<file path="src/design/svp_pkg.sv">
`timescale 1ns / 1ps
// Shared types and constants for the space vector PWM sector and compare core.
// No dependencies; every other design file refers to this package by scoped names.
package svp_pkg;

    localparam int CNT_W = 16;                        // timer count width
    localparam int BUS_W = 15;                        // bus voltage register width
    localparam int CFG_W = (CNT_W > BUS_W) ? CNT_W : BUS_W;
    localparam int V_W   = 16;                        // alpha/beta voltage width
    localparam int P_W   = 34;                        // projection numerators nX, nY, nZ
    localparam int D_W   = BUS_W + 15;                // bus voltage in Q15
    localparam int N_W   = 37;                        // signed phase time numerators
    localparam int Q_W   = 35;                        // unsigned numerator and 4E

    // Q15 constants: root 3, root 3 over 2, three halves and one half.
    localparam logic signed [P_W-1:0] K_SQRT3   = P_W'(56756);
    localparam logic signed [P_W-1:0] K_SQRT3_2 = P_W'(28378);
    localparam logic signed [P_W-1:0] K_THREE_2 = P_W'(49152);
    localparam logic signed [P_W-1:0] K_HALF    = P_W'(16384);

    localparam logic [BUS_W-1:0] BUS_RESET    = BUS_W'(2400);
    localparam logic [CNT_W-1:0] PERIOD_RESET = CNT_W'(4200);

    typedef enum logic [0:0] {
        CFG_BUS_VOLTAGE = 1'b0,
        CFG_PWM_PERIOD  = 1'b1
    } t_cfg_idx;

    typedef enum logic [2:0] {
        SEC_ZERO  = 3'd0,
        SEC_1     = 3'd1,
        SEC_2     = 3'd2,
        SEC_3     = 3'd3,
        SEC_4     = 3'd4,
        SEC_5     = 3'd5,
        SEC_6     = 3'd6,
        SEC_SEVEN = 3'd7
    } t_sector;

    typedef enum logic [1:0] {
        MODE_ZERO = 2'd0,
        MODE_FULL = 2'd1,
        MODE_DIV  = 2'd2
    } t_mode;

    typedef struct packed {
        logic signed [V_W-1:0] v_alpha;
        logic signed [V_W-1:0] v_beta;
    } t_in;

    typedef struct packed {
        logic [CNT_W-1:0] compare_a;
        logic [CNT_W-1:0] compare_b;
        logic [CNT_W-1:0] compare_c;
        logic [2:0]       sector;
        logic             overmodulated;
    } t_out;

    typedef struct packed {
        t_mode          mode;
        logic [Q_W-1:0] num;
    } t_lane_cmd;

    typedef struct packed {
        logic             valid;
        t_sector          sector;
        logic             ovm;
        logic [CNT_W-1:0] period;
    } t_side;

    typedef struct packed {
        t_side          side;
        logic [Q_W-1:0] den;
        t_lane_cmd      cmd_a;
        t_lane_cmd      cmd_b;
        t_lane_cmd      cmd_c;
    } t_front;

endpackage

</file>
<file path="src/design/svp_front.sv">
`timescale 1ns / 1ps
// Front end: sector detection, active time numerators, overmodulation and
// per-phase numerator classification in three register stages. Uses svp_pkg.
module svp_front (
    input  logic                           i_clk,
    input  logic                           i_rst_n,
    input  logic                           i_en,
    input  logic                           i_valid,
    input  svp_pkg::t_in                   i_data,
    input  logic [svp_pkg::BUS_W-1:0]      i_bus,
    input  logic [svp_pkg::CNT_W-1:0]      i_period,
    output svp_pkg::t_front                o_front
);

    // Stage 1: projections and sector.
    logic signed [svp_pkg::P_W-1:0] a_x, b_x, n_nx, n_ny, n_nz, u2, u3;
    logic [svp_pkg::BUS_W-1:0]      vdc;
    svp_pkg::t_sector               n_sec1;

    logic                           r_v1;
    svp_pkg::t_sector               r_sec1;
    logic signed [svp_pkg::P_W-1:0] r_nx, r_ny, r_nz;
    logic [svp_pkg::D_W-1:0]        r_d1;
    logic [svp_pkg::CNT_W-1:0]      r_t1;

    always_comb begin
        a_x    = svp_pkg::P_W'(i_data.v_alpha);
        b_x    = svp_pkg::P_W'(i_data.v_beta);
        n_nx   = b_x * svp_pkg::K_SQRT3;
        n_ny   = a_x * svp_pkg::K_THREE_2 + b_x * svp_pkg::K_SQRT3_2;
        n_nz   = b_x * svp_pkg::K_SQRT3_2 - a_x * svp_pkg::K_THREE_2;
        u2     = a_x * svp_pkg::K_SQRT3_2 - b_x * svp_pkg::K_HALF;
        u3     = -(a_x * svp_pkg::K_SQRT3_2) - b_x * svp_pkg::K_HALF;
        n_sec1 = svp_pkg::t_sector'({u3 > 0, u2 > 0, b_x > 0});
        vdc    = (i_bus == '0) ? svp_pkg::BUS_W'(1) : i_bus;
    end

    always_ff @(posedge i_clk) begin
        if (!i_rst_n) begin
            r_v1 <= 1'b0;
        end else if (i_en) begin
            r_v1 <= i_valid;
        end
        if (i_en) begin
            r_sec1 <= n_sec1;
            r_nx   <= n_nx;
            r_ny   <= n_ny;
            r_nz   <= n_nz;
            r_d1   <= {vdc, 15'b0};
            r_t1   <= i_period;
        end
    end

    // Stage 2: active time pick and overmodulation test.
    logic signed [svp_pkg::P_W-1:0] n_n1, n_n2, n_sum, n_e, d_x;
    logic                           n_ovm;

    logic                           r_v2;
    svp_pkg::t_sector               r_sec2;
    logic signed [svp_pkg::P_W-1:0] r_n1, r_n2, r_e;
    logic                           r_ovm2;
    logic [svp_pkg::CNT_W-1:0]      r_t2;

    always_comb begin
        n_n1 = '0;
        n_n2 = '0;
        unique case (r_sec1)
            svp_pkg::SEC_1: begin n_n1 = r_nz;  n_n2 = r_ny;  end
            svp_pkg::SEC_2: begin n_n1 = r_ny;  n_n2 = -r_nx; end
            svp_pkg::SEC_3: begin n_n1 = -r_nz; n_n2 = r_nx;  end
            svp_pkg::SEC_4: begin n_n1 = -r_nx; n_n2 = r_nz;  end
            svp_pkg::SEC_5: begin n_n1 = r_nx;  n_n2 = -r_ny; end
            svp_pkg::SEC_6: begin n_n1 = -r_ny; n_n2 = -r_nz; end
            default: begin n_n1 = '0; n_n2 = '0; end
        endcase
        d_x   = svp_pkg::P_W'(r_d1);
        n_sum = n_n1 + n_n2;
        // Sector codes 0 and 7 select no times, so the sum is zero and never wins.
        n_ovm = (r_t1 != '0) && (n_sum > d_x);
        n_e   = n_ovm ? n_sum : d_x;
    end

    always_ff @(posedge i_clk) begin
        if (!i_rst_n) begin
            r_v2 <= 1'b0;
        end else if (i_en) begin
            r_v2 <= r_v1;
        end
        if (i_en) begin
            r_sec2 <= r_sec1;
            r_n1   <= n_n1;
            r_n2   <= n_n2;
            r_e    <= n_e;
            r_ovm2 <= n_ovm;
            r_t2   <= r_t1;
        end
    end

    // Stage 3: phase numerators against the common denominator 4E.
    logic signed [svp_pkg::N_W-1:0] e_x, n1_x, n2_x, na, nb, nc, den_x;
    logic [svp_pkg::Q_W-1:0]        n_den;
    svp_pkg::t_lane_cmd             n_cmd_a, n_cmd_b, n_cmd_c;

    function automatic svp_pkg::t_lane_cmd classify(
        input logic signed [svp_pkg::N_W-1:0] num,
        input logic signed [svp_pkg::N_W-1:0] den
    );
        svp_pkg::t_lane_cmd c;
        c.num = num[svp_pkg::Q_W-1:0];
        if (num <= 0) begin
            c.mode = svp_pkg::MODE_ZERO;
        end else if (num >= den) begin
            c.mode = svp_pkg::MODE_FULL;
        end else begin
            c.mode = svp_pkg::MODE_DIV;
        end
        return c;
    endfunction

    always_comb begin
        e_x     = svp_pkg::N_W'(r_e);
        n1_x    = svp_pkg::N_W'(r_n1);
        n2_x    = svp_pkg::N_W'(r_n2);
        na      = e_x - n1_x - n2_x;
        nb      = e_x + n1_x - n2_x;
        nc      = e_x + n1_x + n2_x;
        // E is positive and below 2^33, so 4E fits the unsigned width.
        n_den   = {r_e[svp_pkg::Q_W-3:0], 2'b00};
        den_x   = $signed({2'b00, n_den});
        n_cmd_a = classify(na, den_x);
        n_cmd_b = classify(nb, den_x);
        n_cmd_c = classify(nc, den_x);
    end

    always_ff @(posedge i_clk) begin
        if (!i_rst_n) begin
            o_front.side.valid <= 1'b0;
        end else if (i_en) begin
            o_front.side.valid <= r_v2;
        end
        if (i_en) begin
            o_front.side.sector <= r_sec2;
            o_front.side.ovm    <= r_ovm2;
            o_front.side.period <= r_t2;
            o_front.den         <= n_den;
            o_front.cmd_a       <= n_cmd_a;
            o_front.cmd_b       <= n_cmd_b;
            o_front.cmd_c       <= n_cmd_c;
        end
    end

endmodule

</file>
<file path="config.mk">
export PLATFORM = sky130hd
export DESIGN_NAME = svp_front
export DESIGN_NICKNAME = d
export VERILOG_FILES = /design/src/design/svp_pkg.sv /design/src/design/svp_front.sv
export SDC_FILE = /design/constraint.sdc
export NUM_CORES = 2
export LEC_CHECK = 0
export CAP_MARGIN = 20
export CORE_MARGIN = 2
export CORE_UTILIZATION = 40
export DETAILED_ROUTE_END_ITERATION = 16
export DONT_BUFFER_PORTS = 1
export PLACE_DENSITY = 0.54
export SLEW_MARGIN = 20
export SYNTH_ARGS = -nofsm -noshare
export SYNTH_HDL_FRONTEND = slang
export SYNTH_SLANG_ARGS = --single-unit
</file>
<file path="constraint.sdc">
create_clock -name i_clk -period 11.1 [get_ports i_clk]
set_input_delay 2.22 -clock i_clk [delete_from_list [all_inputs] [get_ports i_clk]]
set_output_delay 2.22 -clock i_clk [all_outputs]
set_load 0.05 [all_outputs]
</file>
==> flow_metrics.tcl <==
set metrics [dict create \
    ys_types 109 \
    max_freq_mhz 95.7 \
    dr.pass1.iters 6 \
    core.rowCount 121 \
    grt_pass1_vias 33400 \
    routed_wl_um 123000 \
    vias_per_cell 5.39 \
    yosys.area_share.adder 0.303 \
    setup_viol 0 \
    layout-drive-gt1-share 0.0314 \
    cp-start-kind "input pin" \
    crit_slowest_cell "fa_1" \
    nFillCells 10800 \
    hold_buffers 0 \
    clk_latency_ps 610 \
    arrival_ps 10780 \
    rsz0062_at_grt "no" \
    r2r-start "r_nx[9]$_DFFE_PP_" \
    yosys.area_share.simple 0.113 \
    fin_tns_setup_ps 0 \
    synth_edf_count 382 \
    min_from "r_t2[15]$_DFFE_PP_" \
    path_max_fanout 6 \
    die-area_sq_um 113000 \
    first_iter_violations 1978 \
    period_minus_slack_ps 10450 \
    synth_compound_area_frac 0.168 \
    cts_tree "done" \
    synthFlopType "edfxtp_1" \
    async_reset_ff_frac 0 \
    fin_ws_ps 648 \
    wire_per_inst_um 20.1 \
    antenna_found_initial 1 \
    end_kind "flop" \
    synth-seq-area-share 0.261 \
    hold_path_depth 0 \
    drc 0 \
    die_w_um 336 \
    cp.required_ps 11430 \
    min_to "o_front[161]$_DFFE_PP_" \
    hold_viol 0 \
    hold_ws_ps 413 \
    grt_overflow 0 \
    final_common_cell "inv_1" \
    synthesis.area_sq_um 44200 \
    grt_pass1_wl_um 191000 \
    cts_resized 0 \
    dp.final_hpwl_um 102000 \
    syn_area_per_cell_sq_um 9.48 \
    htree_num_levels 2 \
    post-cts-setup-buffers 0 \
    synth.mux.area_fraction 0.0142 \
    tightest_slew_ps 1210 \
    timing.final.crit_share 0.942 \
    crit_start "i_data[24]" \
    worst_clock_skew_ps 41.1 \
    gr-usage-all-layers 0.215 \
    synth-xor-area-share 0.0672 \
    io_buffers 0 \
    status "completed" \
    r2r_slack_ps 1340 \
    cts.path.max_buffers 3 \
    die_h_um 336 \
    ios 234 \
    holdCritPathClass "reg -> reg" \
    r2r-end "r_e[15]$_DFFE_PP_" \
    coreArea_sq_um 109000 \
    vias 32900 \
    slew_headroom 0.191 \
    path_class "in -> reg" \
    maxCapViolations 0 \
    drv_slew 0 \
    ant_nets 0 \
    pre_cts_slack_ps 142 \
    syn_inst 4663 \
    final_cell_mix "inv_1, ha_1, edfxtp_1" \
    start_util 0.404 \
    path_clk_slew_ps 70 \
    cts.sinks 385 \
    r2r_cells 29 \
    synth-seq-cells 385 \
    numCtsBuffers 40 \
    syn2layout_area_growth_pct 6.22 \
    grt_max_degree 386 \
    synth_top_family_by_area "adder cells" \
    synth_warnings 0 \
    cts-root-buf "clkbuf_16" \
    nets 5558 \
    place_congestion 0.932 \
    critPathMaxStageDelay_ps 520 \
]
layout make-up:
cell class	count	area (sq um)	share of cell area
Clock inverter	25	233	0.00496
Clock buffer	45	1040	0.0222
Antenna cell	4	10.0	0.000213
Sequential cell	385	11500	0.246
Inverter	709	2660	0.0567
Multi-Input combinational cell	3431	29400	0.627
Timing Repair Buffer	26	195	0.00416
Tap cell	1476	1850	0.0393
routing by layer:
metal  share of wire  wire length, um  track usage
met2            0.49            59900        0.381
met1            0.43            53000        0.269
met3           0.036             4450       0.0204
met4           0.044             5380       0.0892
met5               0                0            0
critical path: cells and delay by family:
family          cells  cell delay [ps]
fa+ha+maj           9             3700
compound gates     11             2400
simple gates       10             1850
buf+inv             5              430
xor+xnor            1              160
worst max-delay path by stage:
stage	end	slack, ps	depth (start not counted)
after global routing	r_sec1[2]$_DFFE_PP_	5	36
after detailed placement	r_sec1[2]$_DFFE_PP_	140	36
after global placement	r_sec1[2]$_DFFE_PP_	250	36
final	r_sec1[2]$_DFFE_PP_	650	36
after CTS	r_sec1[2]$_DFFE_PP_	780	36
after floorplan	r_sec1[2]$_DFFE_PP_	1010	37
per-stage QoR:
step           std cells  utilization  instance area (sq um)
3_5_place_dp        6027        0.418                  45700
4_1_cts             6097        0.429                  46900
5_1_grt             6097        0.429                  46900
3_3_place_gp        6027        0.418                  45700
6_report            6101        0.430                  47000
2_1_floorplan       4669            -                  44200
cell families (layout without fill, tap and decap cells):
logic type,count (synthesis),after routing
muxes,60,60
xor gates and xnor gates,339,339
adders and majority gates,901,901
AOI/OAI and AO/OA,1133,1133
other,1,11
and+or+nand+nor,991,991
buffers and inverters,853,805
DFF,385,385
flip-flops by register name, summed over array words and instances, names as in the netlist, 19 cells and up:
signal and count:
r_nz 19, r_nx 31, r_ny 20, r_n1 33, r_e 33, o_front 160, r_n2 33
synthesized netlist by cell type, types with 15 or more instances:
library cell / count / share of area
nor4_1: 46 / 0.0065
nor2_1: 295 / 0.025
o21bai_1: 52 / 0.0088
or3_1: 37 / 0.0052
a22oi_1: 23 / 0.0039
xnor2_1: 229 / 0.045
a21oi_1: 338 / 0.038
a211oi_1: 30 / 0.0051
nand3_1: 49 / 0.0055
mux2i_1: 39 / 0.0088
o31ai_1: 25 / 0.0042
and3_1: 25 / 0.0035
xor2_1: 110 / 0.022
nand4_1: 45 / 0.0064
a31oi_1: 38 / 0.0054
a21o_1: 126 / 0.021
clkbuf_1: 117 / 0.0099
or4_1: 15 / 0.0025
nor3_1: 89 / 0.010
o221ai_1: 23 / 0.0046
o21a_1: 34 / 0.0058
nor2b_1: 47 / 0.0067
nand2_1: 202 / 0.017
a221oi_1: 37 / 0.0073
o22ai_1: 16 / 0.0023
fa_1: 281 / 0.13
o211ai_1: 22 / 0.0037
o21ai_0: 199 / 0.023
nand2b_1: 57 / 0.0081
inv_1: 704 / 0.060
ha_1: 617 / 0.17
edfxtp_1: 382 / 0.26
Power is not shown: default switching activity piles up to over one toggle a cycle in this logic, so the estimate is an artifact.
